$ cat src/hdl/dshotqmt_pkg.sv
`timescale 1ns / 1ps

package dshotqmt_pkg;

    // Lane count and pin vector width are fixed by the four throttle ports.
    localparam int MOTOR_COUNT = 4;
    localparam int CFG_W = 16;
    localparam int THROTTLE_W = 11;
    localparam int FRAME_W = 16;
    localparam int BIT_IDX_W = 4;

    localparam logic [THROTTLE_W-1:0] THROTTLE_MAX = 11'd1999;
    localparam logic [THROTTLE_W-1:0] THROTTLE_OFFSET = 11'd48;

    localparam logic [BIT_IDX_W-1:0] BIT_FIRST = 4'd15;
    localparam logic [BIT_IDX_W-1:0] BIT_LAST = 4'd0;

    // Item kinds.
    localparam logic REQ_TICK = 1'b0;
    localparam logic REQ_COMMAND = 1'b1;

    // Register word indexes on the configuration port.
    localparam logic [1:0] REG_SHORT_PULSE = 2'd0;
    localparam logic [1:0] REG_LONG_PULSE = 2'd1;
    localparam logic [1:0] REG_BIT_PERIOD = 2'd2;

    // What the lanes need from the slot timer to resolve their pin level.
    typedef struct packed {
        logic                 sending;
        logic [BIT_IDX_W-1:0] bit_idx;
        logic                 ge_short;
        logic                 ge_long;
    } timer_view_t;

    typedef struct packed {
        logic busy;
        logic done;
        logic accepted;
    } timer_status_t;

endpackage

$ cat src/hdl/dshot_quad_motor_transmitter_top.sv
`timescale 1ns / 1ps

// Channel   Handshake              Payload
// input     in_valid / in_ready    req_type, throttle_*, telemetry_request
// result    out_valid / out_ready  motor_pins, busy_res, frame_done, accepted
// config    APB psel/penable       paddr[3:0], pwdata, prdata (16-bit registers)
//
// One item is taken every clock while in_ready is high; its result appears in
// the output register on the next cycle. The path from the slot counter through
// the pulse compares to the pin merge sets the cycle time. in_ready drops only
// while a result sits unclaimed and out_ready is low. Reset idles the timer and
// loads the default pulse and period counts.

module dshot_quad_motor_transmitter_top #(
    parameter int TICK_COUNTER_BITS = 16
) (
    input  logic                                    clk,
    input  logic                                    rst_n,
    input  logic                                    in_valid,
    output logic                                    in_ready,
    input  logic                                    req_type,
    input  logic [dshotqmt_pkg::THROTTLE_W-1:0]     throttle_front_left,
    input  logic [dshotqmt_pkg::THROTTLE_W-1:0]     throttle_front_right,
    input  logic [dshotqmt_pkg::THROTTLE_W-1:0]     throttle_back_left,
    input  logic [dshotqmt_pkg::THROTTLE_W-1:0]     throttle_back_right,
    input  logic                                    telemetry_request,
    output logic                                    out_valid,
    input  logic                                    out_ready,
    output logic [dshotqmt_pkg::MOTOR_COUNT-1:0]    motor_pins,
    output logic                                    busy_res,
    output logic                                    frame_done,
    output logic                                    accepted,
    input  logic                                    psel,
    input  logic                                    penable,
    input  logic                                    pwrite,
    input  logic [3:0]                              paddr,
    input  logic [31:0]                             pwdata,
    output logic [31:0]                             prdata,
    output logic                                    pready
);
    import dshotqmt_pkg::*;

    logic [CFG_W-1:0] short_reg;
    logic [CFG_W-1:0] long_reg;
    logic [CFG_W-1:0] period_reg;

    logic                    out_valid_reg;
    logic                    out_valid_next;
    logic [MOTOR_COUNT-1:0]  pins_reg;
    logic [MOTOR_COUNT-1:0]  pins_next;
    logic                    busy_reg;
    logic                    done_reg;
    logic                    accepted_reg;

    logic                    accept;
    logic                    cfg_write;
    logic [THROTTLE_W-1:0]   throttles [MOTOR_COUNT];
    timer_view_t             view;
    timer_status_t           status;

    assign pready = 1'b1;
    assign cfg_write = psel && penable && pwrite && pready;

    always_ff @(posedge clk or negedge rst_n)
    begin
        if (!rst_n)
        begin
            short_reg <= 16'd739;
            long_reg <= 16'd1489;
            period_reg <= 16'd1993;
        end
        else if (cfg_write)
        begin
            unique case (paddr[3:2])
                REG_SHORT_PULSE: short_reg <= pwdata[CFG_W-1:0];
                REG_LONG_PULSE:  long_reg <= pwdata[CFG_W-1:0];
                REG_BIT_PERIOD:  period_reg <= pwdata[CFG_W-1:0];
                default:         ;
            endcase
        end
    end

    always_comb
    begin
        unique case (paddr[3:2])
            REG_SHORT_PULSE: prdata = {16'd0, short_reg};
            REG_LONG_PULSE:  prdata = {16'd0, long_reg};
            REG_BIT_PERIOD:  prdata = {16'd0, period_reg};
            default:         prdata = 32'd0;
        endcase
    end

    assign in_ready = !out_valid_reg || out_ready;
    assign accept = in_valid && in_ready;

    dshotqmt_timer #(
        .TICK_COUNTER_BITS(TICK_COUNTER_BITS)
    ) u_timer (
        .clk(clk),
        .rst_n(rst_n),
        .accept(accept),
        .req_type(req_type),
        .short_pulse_ticks(short_reg),
        .long_pulse_ticks(long_reg),
        .bit_period_ticks(period_reg),
        .view(view),
        .status(status)
    );

    assign throttles[0] = throttle_front_left;
    assign throttles[1] = throttle_front_right;
    assign throttles[2] = throttle_back_left;
    assign throttles[3] = throttle_back_right;

    for (genvar m = 0; m < MOTOR_COUNT; m++)
    begin : g_lane
        dshotqmt_lane u_lane (
            .clk(clk),
            .load(accept && status.accepted),
            .throttle(throttles[m]),
            .telemetry_request(telemetry_request),
            .view(view),
            .pin(pins_next[m])
        );
    end

    always_comb
    begin
        if (accept)
            out_valid_next = 1'b1;
        else if (out_ready)
            out_valid_next = 1'b0;
        else
            out_valid_next = out_valid_reg;
    end

    always_ff @(posedge clk or negedge rst_n)
    begin
        if (!rst_n)
            out_valid_reg <= 1'b0;
        else
            out_valid_reg <= out_valid_next;
    end

    always_ff @(posedge clk)
    begin
        if (accept)
        begin
            pins_reg <= pins_next;
            busy_reg <= status.busy;
            done_reg <= status.done;
            accepted_reg <= status.accepted;
        end
    end

    assign out_valid = out_valid_reg;
    assign motor_pins = pins_reg;
    assign busy_res = busy_reg;
    assign frame_done = done_reg;
    assign accepted = accepted_reg;

endmodule

$ cat src/hdl/dshotqmt_lane.sv
`timescale 1ns / 1ps

module dshotqmt_lane (
    input  logic                                clk,
    input  logic                                load,
    input  logic [dshotqmt_pkg::THROTTLE_W-1:0] throttle,
    input  logic                                telemetry_request,
    input  dshotqmt_pkg::timer_view_t           view,
    output logic                                pin
);
    import dshotqmt_pkg::*;

    logic [FRAME_W-1:0]    frame_reg;
    logic [FRAME_W-1:0]    frame_next;
    logic [FRAME_W-1:0]    frame_built;
    logic [FRAME_W-1:0]    frame_view;
    logic [THROTTLE_W-1:0] value;
    logic [11:0]           packet;
    logic [3:0]            crc;
    logic                  cur_bit;

    always_comb
    begin
        value = (throttle > THROTTLE_MAX) ? THROTTLE_MAX : throttle;
        value = value + THROTTLE_OFFSET;
        packet = {value, telemetry_request};
        crc = packet[3:0] ^ packet[7:4] ^ packet[11:8];
        frame_built = {packet, crc};
    end

    // A freshly loaded frame is already visible on the item that loads it.
    assign frame_view = load ? frame_built : frame_reg;
    assign frame_next = frame_view;
    assign cur_bit = frame_view[view.bit_idx];
    assign pin = view.sending && !(view.ge_long || (!cur_bit && view.ge_short));

    always_ff @(posedge clk)
    begin
        frame_reg <= frame_next;
    end

endmodule

$ cat src/hdl/dshotqmt_timer.sv
`timescale 1ns / 1ps

module dshotqmt_timer #(
    parameter int TICK_COUNTER_BITS = 16
) (
    input  logic                             clk,
    input  logic                             rst_n,
    input  logic                             accept,
    input  logic                             req_type,
    input  logic [dshotqmt_pkg::CFG_W-1:0]   short_pulse_ticks,
    input  logic [dshotqmt_pkg::CFG_W-1:0]   long_pulse_ticks,
    input  logic [dshotqmt_pkg::CFG_W-1:0]   bit_period_ticks,
    output dshotqmt_pkg::timer_view_t        view,
    output dshotqmt_pkg::timer_status_t      status
);
    import dshotqmt_pkg::*;

    localparam int CmpW = ((TICK_COUNTER_BITS > CFG_W) ? TICK_COUNTER_BITS : CFG_W) + 1;

    logic [TICK_COUNTER_BITS-1:0] count_reg;
    logic [TICK_COUNTER_BITS-1:0] count_next;
    logic [BIT_IDX_W-1:0]         bit_idx_reg;
    logic [BIT_IDX_W-1:0]         bit_idx_next;
    logic                         sending_reg;
    logic                         sending_next;

    logic                         load;
    logic [TICK_COUNTER_BITS-1:0] count_view;
    logic [CmpW-1:0]              count_view_ext;
    logic [CmpW-1:0]              count_inc;
    logic [CmpW-1:0]              short_ext;
    logic [CmpW-1:0]              long_ext;
    logic [CmpW-1:0]              period_ext;
    logic                         slot_end;

    assign load = (req_type == REQ_COMMAND) && !sending_reg;

    always_comb
    begin
        count_view = load ? '0 : count_reg;
        count_view_ext = {{(CmpW-TICK_COUNTER_BITS){1'b0}}, count_view};
        count_inc = {{(CmpW-TICK_COUNTER_BITS){1'b0}}, count_reg} + CmpW'(1);
        short_ext = {{(CmpW-CFG_W){1'b0}}, short_pulse_ticks};
        long_ext = {{(CmpW-CFG_W){1'b0}}, long_pulse_ticks};
        period_ext = {{(CmpW-CFG_W){1'b0}}, bit_period_ticks};
        // With a zero period slot_end is always true, so each tick item ends the slot.
        slot_end = (count_inc >= period_ext);

        view.sending = load || sending_reg;
        view.bit_idx = load ? BIT_FIRST : bit_idx_reg;
        view.ge_short = (count_view_ext >= short_ext);
        view.ge_long = (count_view_ext >= long_ext);

        status.busy = (req_type == REQ_COMMAND) ? 1'b1 : sending_reg;
        status.done = (req_type == REQ_TICK) && sending_reg && slot_end
                      && (bit_idx_reg == BIT_LAST);
        status.accepted = load;
    end

    always_comb
    begin
        count_next = count_reg;
        bit_idx_next = bit_idx_reg;
        sending_next = sending_reg;
        if (accept)
        begin
            if (load)
            begin
                count_next = '0;
                bit_idx_next = BIT_FIRST;
                sending_next = 1'b1;
            end
            else if ((req_type == REQ_TICK) && sending_reg)
            begin
                if (slot_end)
                begin
                    count_next = '0;
                    if (bit_idx_reg == BIT_LAST)
                    begin
                        sending_next = 1'b0;
                        bit_idx_next = BIT_FIRST;
                    end
                    else
                    begin
                        bit_idx_next = bit_idx_reg - 1'b1;
                    end
                end
                else
                begin
                    count_next = count_inc[TICK_COUNTER_BITS-1:0];
                end
            end
        end
    end

    always_ff @(posedge clk or negedge rst_n)
    begin
        if (!rst_n)
        begin
            count_reg <= '0;
            bit_idx_reg <= BIT_FIRST;
            sending_reg <= 1'b0;
        end
        else
        begin
            count_reg <= count_next;
            bit_idx_reg <= bit_idx_next;
            sending_reg <= sending_next;
        end
    end

    a_done_stops: assert property (@(posedge clk) disable iff (!rst_n)
        accept && status.done |=> !sending_reg && (bit_idx_reg == BIT_FIRST))
        else $error("frame end did not return the timer to idle");

    a_load_starts: assert property (@(posedge clk) disable iff (!rst_n)
        accept && status.accepted |=> sending_reg && (bit_idx_reg == BIT_FIRST)
                                       && (count_reg == '0))
        else $error("accepted command did not start a frame at slot zero");

    a_idle_clean: assert property (@(posedge clk) disable iff (!rst_n)
        !sending_reg |-> (count_reg == '0) && (bit_idx_reg == BIT_FIRST))
        else $error("idle timer holds a stale slot position");

    a_refuse_busy: assert property (@(posedge clk) disable iff (!rst_n)
        accept && (req_type == REQ_COMMAND) && sending_reg
        |=> $stable(bit_idx_reg) && $stable(count_reg) && sending_reg)
        else $error("refused command disturbed the frame in flight");

endmodule
$ cat config.mk
export PLATFORM = sky130hd
export DESIGN_NAME = dshot_quad_motor_transmitter_top
export DESIGN_NICKNAME = d
export VERILOG_FILES = /design/src/hdl/dshotqmt_pkg.sv /design/src/hdl/dshot_quad_motor_transmitter_top.sv /design/src/hdl/dshotqmt_lane.sv /design/src/hdl/dshotqmt_timer.sv
export SDC_FILE = /design/constraint.sdc
export NUM_CORES = 1
export LEC_CHECK = 0
export BUFFER_PORTS_ARGS = -buffer_cell sky130_fd_sc_hd__buf_2
export CORE_MARGIN = 1
export CORE_UTILIZATION = 30
export DETAILED_ROUTE_END_ITERATION = 8
export GPL_TIMING_DRIVEN = 0
export PLACE_DENSITY = 0.46
export SYNTH_ARGS = -nofsm -noshare
export SYNTH_HDL_FRONTEND = slang
export SYNTH_SLANG_ARGS = --single-unit
$ cat constraint.sdc
create_clock -name clk -period 6.5 [get_ports clk]
set_input_delay 0.975 -clock clk [delete_from_list [all_inputs] [get_ports clk]]
set_output_delay 0.975 -clock clk [all_outputs]
set_load 0.02 [all_outputs]
==> results of run 1 <==
==> routing by layer <==
metal  up-vias  track usage [%]  share of wire (%)
met4         0             5.59                2.0
met2       204             30.2                 45
li1       3842                -                  -
met3        36             2.69                3.9
met1      3603             25.5                 49
met5         -                0                  0
==> path summary, 6_finish.rpt <==
path | to | slack, ns | cells past startpoint
worst max-delay path | motor_pins[2] | 1.86 | 14
worst min register to register | g_lane[3].u_lane.frame_reg[4] | 0.44 | 2
worst max register to register | motor_pins[2] | 2.04 | 14
min in group asynchronous | long_reg[3] | 0.48 | 1
worst min-delay path | g_lane[3].u_lane.frame_reg[4] | 0.44 | 2
max in group asynchronous | long_reg[10] | 5.36 | 2
==> worst max-delay path, delay by kind of cell <==
kind	cells	cell delay [ns]
adder cells (fa/ha/maj)	2	0.75
buffers and inverters	4	1.51
AND/OR/NAND/NOR	1	0.15
AO/OA/AOI/OAI	7	1.52
==> through the flow <==
step	hold slack [ns]	area [um^2]	power, W	setup slack (ns)	std cells
global placement	0.422	9840	0.00278	1.42	1524
CTS	0.442	10400	0.00380	1.86	1557
floorplan	0.407	8920	0.00235	2.75	1052
global route	0.468	10400	0.00406	1.57	1557
detailed placement	0.424	9860	0.00280	1.41	1525
finish	0.443	10400	0.00377	1.86	1557
==> cells by family (layout without fill, tap and decap cells) <==
family,after synthesis,after routing,share of synthesized area (%)
XOR/XNOR,54,54,5.50
buffers and inverters,127,248,6.46
AO/OA/AOI/OAI,259,259,18.3
flip-flops,141,141,36.9
AND/OR/NAND/NOR,343,343,17.4
multiplexers,53,53,7.06
adder cells (fa/ha/maj),58,58,8.19
other,2,17,0.0847
==> cell type report <==
type,count,area share [%]
Multi-Input combinational cell,784,48.6
Sequential cell,141,31.3
Tap cell,384,4.60
Clock buffer,19,4.44
Timing Repair Buffer,89,4.43
Buffer,71,3.47
Inverter,56,2.01
Clock inverter,13,1.11
==> where the power goes <==
group	leakage [nW]	internal, W	switching (W)	total (W)
clock	0.293	0.000540	0.000459	0.000999
sequential	1.42	0.00121	0.000162	0.00137
combinational	3.05	0.000576	0.000824	0.00140
==> layout by cell type, fill, tap and decap left out, types with 25 or more instances in the layout <==
cell type | Yosys | layout
sky130_fd_sc_hd__nand2_1 | 173 | 173
sky130_fd_sc_hd__o21ai_0 | 105 | 105
sky130_fd_sc_hd__buf_2 | 13 | 100
sky130_fd_sc_hd__nor2_1 | 67 | 67
sky130_fd_sc_hd__dfxtp_1 | 64 | 64
sky130_fd_sc_hd__ha_1 | 58 | 58
sky130_fd_sc_hd__inv_1 | 55 | 55
sky130_fd_sc_hd__dfrtp_1 | 47 | 47
sky130_fd_sc_hd__a21oi_1 | 44 | 44
sky130_fd_sc_hd__xnor2_1 | 36 | 36
sky130_fd_sc_hd__clkbuf_1 | 34 | 34
sky130_fd_sc_hd__mux2i_1 | 25 | 25
==> results.py, run 1 <==
metrics = {
    "run_status": {
        "status": "finished clean",
    },
    "sta": {
        "max_freq_ghz": 0.215,
        "finalHoldViolations": 0,
        "finalClockSkew_ns": 0.0174,
        "final_max_slew_viol_count": 0,
        "timing.setup.tns_ns": 0,
        "rsz_0062_raised_after_global_routing": "no",
        "setup_viol": 0,
        "timing_worst_slew_pin_value_ns": 0.947,
        "post-route-period-util_pct": 71.5,
        "worst_slew_margin_rel_pct": 36.8,
        "timing.final.crit_period_ns": 4.64,
    },
    "cells_and_area": {
        "area_used_by_multi_input_combinational_logic_um2": 5080,
        "fill_cells": 3108,
        "final_layout_size_suffix_gt1_share_pct": 18.6,
        "final-seq-area_um2": 3270,
        "design.final.nets": 1307,
        "antennaDiodeCount": 0,
        "finish.utilization_pct": 36.2,
        "synthToLayoutAreaGrowth_pct": 17.8,
        "largest_register_ffs": 64,
    },
    "worst_hold_path": {
        "hp_start": "g_lane[3].u_lane.frame_reg[4]",
        "min-delay-path-class": "reg -> reg",
    },
    "clock_tree": {
        "ctsLongestPathBuffers": 2,
        "cts-htree-levels": 4,
        "cts_hold_repair.buffers": 0,
        "cts_num_sinks": 141,
        "cts.reportedPaths.clkPinSlew_ns": 0.06,
        "worstSkewPairLatency_ns": 0.44,
        "num_cts_buffers": 17,
        "post_cts_resize_count": 0,
        "clock_tree.root_cell": "sky130_fd_sc_hd__clkbuf_16",
        "clock_tree_from_tritoncts": "yes",
        "post_cts_buffers": 0,
    },
    "routing": {
        "dr_vias": 7685,
        "ant_nets": 0,
        "first_pass_iters": 5,
        "route.detailed.vias_per_inst": 4.94,
        "routedWlPerCell_um": 17.5,
        "detail_route.iter0.violations": 479,
        "post-route-drc-count": 0,
        "route.final.wire_length_um": 27200,
    },
    "floorplan": {
        "floorplan.die.height_um": 174,
        "dieArea_um2": 30200,
        "pin_count": 131,
        "placementRows": 62,
        "fp.dieW_um": 174,
        "initial_utilization_pct": 30.7,
        "core_region_area_um2": 28900,
    },
    "yosys": {
        "synthDominantAreaCellType": "sky130_fd_sc_hd__dfxtp_1",
        "synth.most_common_cell": "sky130_fd_sc_hd__nand2_1",
        "netlist-cell-type-count": 76,
        "netlist_instances": 1037,
        "postSynthRegisterBits": 141,
        "synth_async_sr_flop_share_pct": 49.6,
        "synth_enable_flop_cells": 7,
        "synth.yosys.seq_area_share_pct": 36.9,
        "synthTopCellsByCount": "sky130_fd_sc_hd__nand2_1 (173), sky130_fd_sc_hd__o21ai_0 (105), sky130_fd_sc_hd__nor2_1 (67)",
        "synth_area_um2": 8860,
        "dominant_cells_by_area_after_synthesis": "sky130_fd_sc_hd__dfxtp_1 (14%), sky130_fd_sc_hd__dfrtp_1 (13%), sky130_fd_sc_hd__ha_1 (8.2%)",
        "synth_area_per_cell_um2": 8.55,
        "netlist.area_leader.share_pct": 14.5,
        "ys.flop_type": "sky130_fd_sc_hd__dfxtp_1",
        "yosys_warnings": 0,
    },
    "worst_setup_path": {
        "cpMaxStageDelayCell": "sky130_fd_sc_hd__a21oi_1",
        "crit_arrival_ns": 4.91,
        "path_class": "in -> reg",
        "timing.critical_path.mode_cell": "sky130_fd_sc_hd__clkbuf_1",
        "worstPathMaxFanout": 10,
        "crit_path_cell_trace": "buf_2 > ha_1 > clkbuf_1 > clkbuf_1 > clkbuf_1 > nor2b_1 > ha_1 > a21o_1 > a21o_1 > a21oi_1 > o211ai_1 > a21oi_1 > o31ai_1 > a31oi_1",
        "worst_r2r_startpoint": "u_timer.sending_reg",
        "cpPeakStageDelay_ns": 0.56,
        "critPathCaptureType": "register",
        "timing.critical_path.required_ns": 6.77,
        "crit_path_start": "req_type",
        "cp-start-kind": "input pin",
    },
    "grt": {
        "grt_remaining_overflow": 0,
        "grt_max_degree": 40,
        "grt_antenna_before_repair": 0,
        "via_count_of_the_first_global_routing_pass": 7587,
        "grt_pass1_wl_um": 43400,
        "globalRouteTotalUtil_pct": 18.6,
    },
    "pwr": {
        "cellPowerDensity_nw_per_um2": 361,
        "vdd.ir_drop.worst_mv": 0.182,
        "leakagePower_nw": 4.76,
    },
    "placed_design": {
        "io_buffers": 88,
        "place_congestion": 0.808,
        "dp_hpwl_um": 20800,
    },
    "run": {
        "max_cap_violations": 0,
    },
}
Power figures use the tool's default switching activity.
==> inputs of run 2 (changes only) <==
--- a/config.mk
+++ b/config.mk
@@ -5,6 +5,7 @@
 export SDC_FILE = /design/constraint.sdc
 export NUM_CORES = 1
 export LEC_CHECK = 0
+export ABC_AREA = 1
 export BUFFER_PORTS_ARGS = -buffer_cell sky130_fd_sc_hd__buf_2
 export CORE_MARGIN = 1
 export CORE_UTILIZATION = 30
==> constraint.sdc (replaced) <==
create_clock -name clk -period 4.68 [get_ports clk]
set_input_delay 0.702 -clock clk [delete_from_list [all_inputs] [get_ports clk]]
set_output_delay 0.702 -clock clk [all_outputs]
set_load 0.02 [all_outputs]
==> run 2 against run 1 <==
Synthesized cell count up 19%. Via count up 6.4%. First-iteration DRC count down 11%. Clock power up 44%. Wire length up 0.82%. Cell count up 14%. Sequential power up 40%. Hold slack worse by 0.29 ns. Power up 59%. Largest power group unchanged.
==> results.py, run 2 <==
metrics = {
    "pwr": {
        "p_int_w": 0.00348,
        "cellPowerDensity_nw_per_um2": 556,
        "p_sw_w": 0.00253,
        "vdd.ir_drop.worst_mv": 0.236,
        "power.switching_fraction_pct": 42.1,
        "pwr-share-seq_pct": 31.9,
        "power.combinational.fraction_pct": 44.0,
        "power.share.clock_pct": 24.0,
        "leakagePower_nw": 5.58,
    },
    "worst_setup_path": {
        "worst_r2r_startpoint": "u_timer.sending_reg",
        "timing.critical_path.mode_cell": "sky130_fd_sc_hd__nor2_1",
        "timing.critical_path.buf_inv": 5,
        "crit_path_start": "u_timer.sending_reg",
        "cp-start-kind": "register",
        "crit_path_cell_trace": "inv_1 > ha_1 > buf_4 > clkbuf_1 > clkbuf_1 > nor2_1 > ha_1 > nand2_1 > nor2_1 > nand4_1 > o311ai_0 > buf_2 > nand3_1 > nand2_1 > nor2_1",
        "critPathCaptureType": "register",
        "cpLargestDelayFamily": "buffers and inverters",
        "worstPathMaxFanout": 10,
        "cpPeakStageDelay_ns": 0.71,
        "timing.critical_path.required_ns": 4.85,
        "cpMaxStageDelayCell": "sky130_fd_sc_hd__o311ai_0",
        "path_class": "reg -> reg",
        "rrSetupSlack_ns": 0.42,
        "crit_arrival_ns": 4.43,
    },
    "run": {
        "max_cap_violations": 0,
    },
    "routing": {
        "routedWlPerCell_um": 15.5,
        "ant_nets": 0,
        "first_pass_iters": 5,
        "detail_route.iter0.violations": 425,
        "route.detailed.vias_per_inst": 4.61,
        "post-route-drc-count": 0,
        "route.final.wire_length_um": 27400,
        "dr_vias": 8175,
    },
    "placed_design": {
        "numPlacedInstances": 1741,
        "dp_hpwl_um": 21400,
        "io_buffers": 95,
        "place_congestion": 0.814,
    },
    "clock_tree": {
        "clock_tree_from_tritoncts": "yes",
        "cts_num_sinks": 141,
        "num_cts_buffers": 17,
        "ctsLongestPathBuffers": 2,
        "post_cts_resize_count": 0,
        "cts.reportedPaths.clkPinSlew_ns": 0.07,
        "post_cts_buffers": 0,
        "worstSkewPairLatency_ns": 0.42,
        "cts_hold_repair.buffers": 0,
        "clock_tree.root_cell": "sky130_fd_sc_hd__clkbuf_16",
        "cts-htree-levels": 4,
    },
    "worst_hold_path": {
        "min-delay-path-class": "in -> async",
    },
    "yosys": {
        "synth.most_common_cell": "sky130_fd_sc_hd__nand2_1",
        "synth.yosys.seq_area_share_pct": 35.8,
        "synthDominantAreaCellType": "sky130_fd_sc_hd__dfxtp_1",
        "synth_area_um2": 9140,
        "synth_area_per_cell_um2": 7.38,
        "netlist.area_leader.share_pct": 14.0,
        "synth_enable_flop_cells": 7,
        "netlist-cell-type-count": 63,
        "ys.flop_type": "sky130_fd_sc_hd__dfxtp_1",
        "postSynthRegisterBits": 141,
        "yosys_warnings": 0,
        "dominant_cells_by_area_after_synthesis": "sky130_fd_sc_hd__dfxtp_1 (14%), sky130_fd_sc_hd__nand2_1 (13%), sky130_fd_sc_hd__dfrtp_1 (13%)",
        "synthTopCellsByCount": "sky130_fd_sc_hd__nand2_1 (325), sky130_fd_sc_hd__inv_1 (173), sky130_fd_sc_hd__nand3_1 (97)",
        "netlist_instances": 1239,
        "synth_async_sr_flop_share_pct": 49.6,
    },
    "floorplan": {
        "core_region_area_um2": 29800,
        "initial_utilization_pct": 30.7,
        "floorplan.die.height_um": 177,
        "fp.dieW_um": 177,
        "pin_count": 131,
        "placementRows": 63,
        "dieArea_um2": 31200,
    },
    "grt": {
        "grt_remaining_overflow": 0,
        "grt_antenna_before_repair": 1,
        "via_count_of_the_first_global_routing_pass": 7970,
        "globalRouteTotalUtil_pct": 18.5,
        "grt_pass1_wl_um": 44300,
        "grt_max_degree": 54,
    },
    "sta": {
        "timing.setup.tns_ns": 0,
        "post-route-period-util_pct": 90.9,
        "max_freq_ghz": 0.235,
        "final_max_slew_viol_count": 0,
        "rsz_0062_raised_after_global_routing": "no",
        "worst_slew_margin_rel_pct": 48.4,
        "timing_worst_slew_pin_value_ns": 0.771,
        "finalClockSkew_ns": 0.0112,
        "setup_viol": 0,
        "finalHoldViolations": 0,
        "timing.final.crit_period_ns": 4.26,
    },
    "cells_and_area": {
        "final-instance-count-excl-fill": 1774,
        "largest_register_ffs": 64,
        "synthToLayoutAreaGrowth_pct": 18.3,
        "fill_cells": 3233,
        "final_layout_size_suffix_gt1_share_pct": 18.5,
        "layout_commonest_cell": "sky130_fd_sc_hd__nand2_1",
        "highest_count_cells_in_the_layout_ignoring_fill_and_taps": "sky130_fd_sc_hd__nand2_1 (325), sky130_fd_sc_hd__inv_1 (173), sky130_fd_sc_hd__buf_2 (106), sky130_fd_sc_hd__nand3_1 (97), sky130_fd_sc_hd__o21ai_0 (95)",
        "design.final.nets": 1517,
        "finish.utilization_pct": 36.3,
    },
    "run_status": {
        "status": "finished clean",
    },
}
[run 2: final cells by class]
| class | count | area, um^2 | share of cell area [%] |
|---|---|---|---|
| diodes | 1 | 2.50 | 0.0232 |
| repair buffers | 97 | 510 | 4.72 |
| well taps | 390 | 488 | 4.51 |
| flip-flops and latches | 141 | 3270 | 30.3 |
| inverters | 187 | 711 | 6.58 |
| multi-input cells | 870 | 4880 | 45.1 |
| plain buffers | 56 | 333 | 3.08 |
| clock buffers | 18 | 439 | 4.06 |
| clock inverters | 14 | 173 | 1.60 |
[run 2: per-stage QoR]
step	hold WS (ns)	cell area [um^2]	worst slack [ns]	total power, W
floorplan	0.406	9200	1.38	0.00379
global route	0.159	10800	0.154	0.00649
global placement	0.429	10200	-0.437	0.00455
detailed placement	0.434	10200	0.150	0.00458
CTS	0.151	10800	0.434	0.00605
finish	0.157	10800	0.424	0.00601
[run 2: power groups by stage]
stage / Sequential (W) / Combinational, W / Clock, W
floorplan: 0.00191 / 0.00188 / 0
global placement: 0.00193 / 0.00262 / 0
detailed placement: 0.00194 / 0.00264 / 0
CTS: 0.00192 / 0.00265 / 0.00147
global route: 0.00197 / 0.00300 / 0.00153
finish: 0.00192 / 0.00265 / 0.00144
[run 2: layer usage]
metal	GRT usage, %	up-vias	share of wire (%)	wire length (um)
li1	-	4247	-	-
met1	26.6	3757	51	14000
met2	28.9	153	44	12100
met3	2.58	18	3.7	1010
met4	4.53	0	1.1	289
met5	0	-	0	0
[run 2: worst register-to-register path, cell delays in order, from the launching register on]
cell and delay, ns:
sky130_fd_sc_hd__dfrtp_1 0.40, sky130_fd_sc_hd__inv_1 0.11, sky130_fd_sc_hd__ha_1 0.19, sky130_fd_sc_hd__buf_4 0.22, sky130_fd_sc_hd__clkbuf_1 0.50, sky130_fd_sc_hd__clkbuf_1 0.39
sky130_fd_sc_hd__nor2_1 0.14, sky130_fd_sc_hd__ha_1 0.32, sky130_fd_sc_hd__nand2_1 0.07, sky130_fd_sc_hd__nor2_1 0.18, sky130_fd_sc_hd__nand4_1 0.19, sky130_fd_sc_hd__o311ai_0 0.71
sky130_fd_sc_hd__buf_2 0.28, sky130_fd_sc_hd__nand3_1 0.15, sky130_fd_sc_hd__nand2_1 0.11, sky130_fd_sc_hd__nor2_1 0.05
[run 2: cells by family (layout without fill, tap and decap cells)]
| kind of cell | after synthesis | in the layout | share of synthesized area [%] |
|---|---|---|---|
| multiplexers | 2 | 2 | 0.233 |
| XOR/XNOR | 34 | 34 | 3.34 |
| other | 2 | 18 | 0.0822 |
| buffers and inverters | 243 | 372 | 11.4 |
| AO/OA/AOI/OAI | 193 | 193 | 12.8 |
| adder cells (fa/ha/maj) | 58 | 58 | 7.94 |
| flip-flops | 141 | 141 | 35.8 |
| AND/OR/NAND/NOR | 566 | 566 | 28.3 |
[run 2: path summary, 6_finish.rpt]
check / endpoint / cells past startpoint
max in group asynchronous: long_reg[0] / 2
min reg2reg: g_lane[1].u_lane.frame_reg[4] / 2
min: u_timer.sending_reg / 1
min in group clk: g_lane[1].u_lane.frame_reg[4] / 2
max: motor_pins[2] / 15
max reg2reg: motor_pins[2] / 15
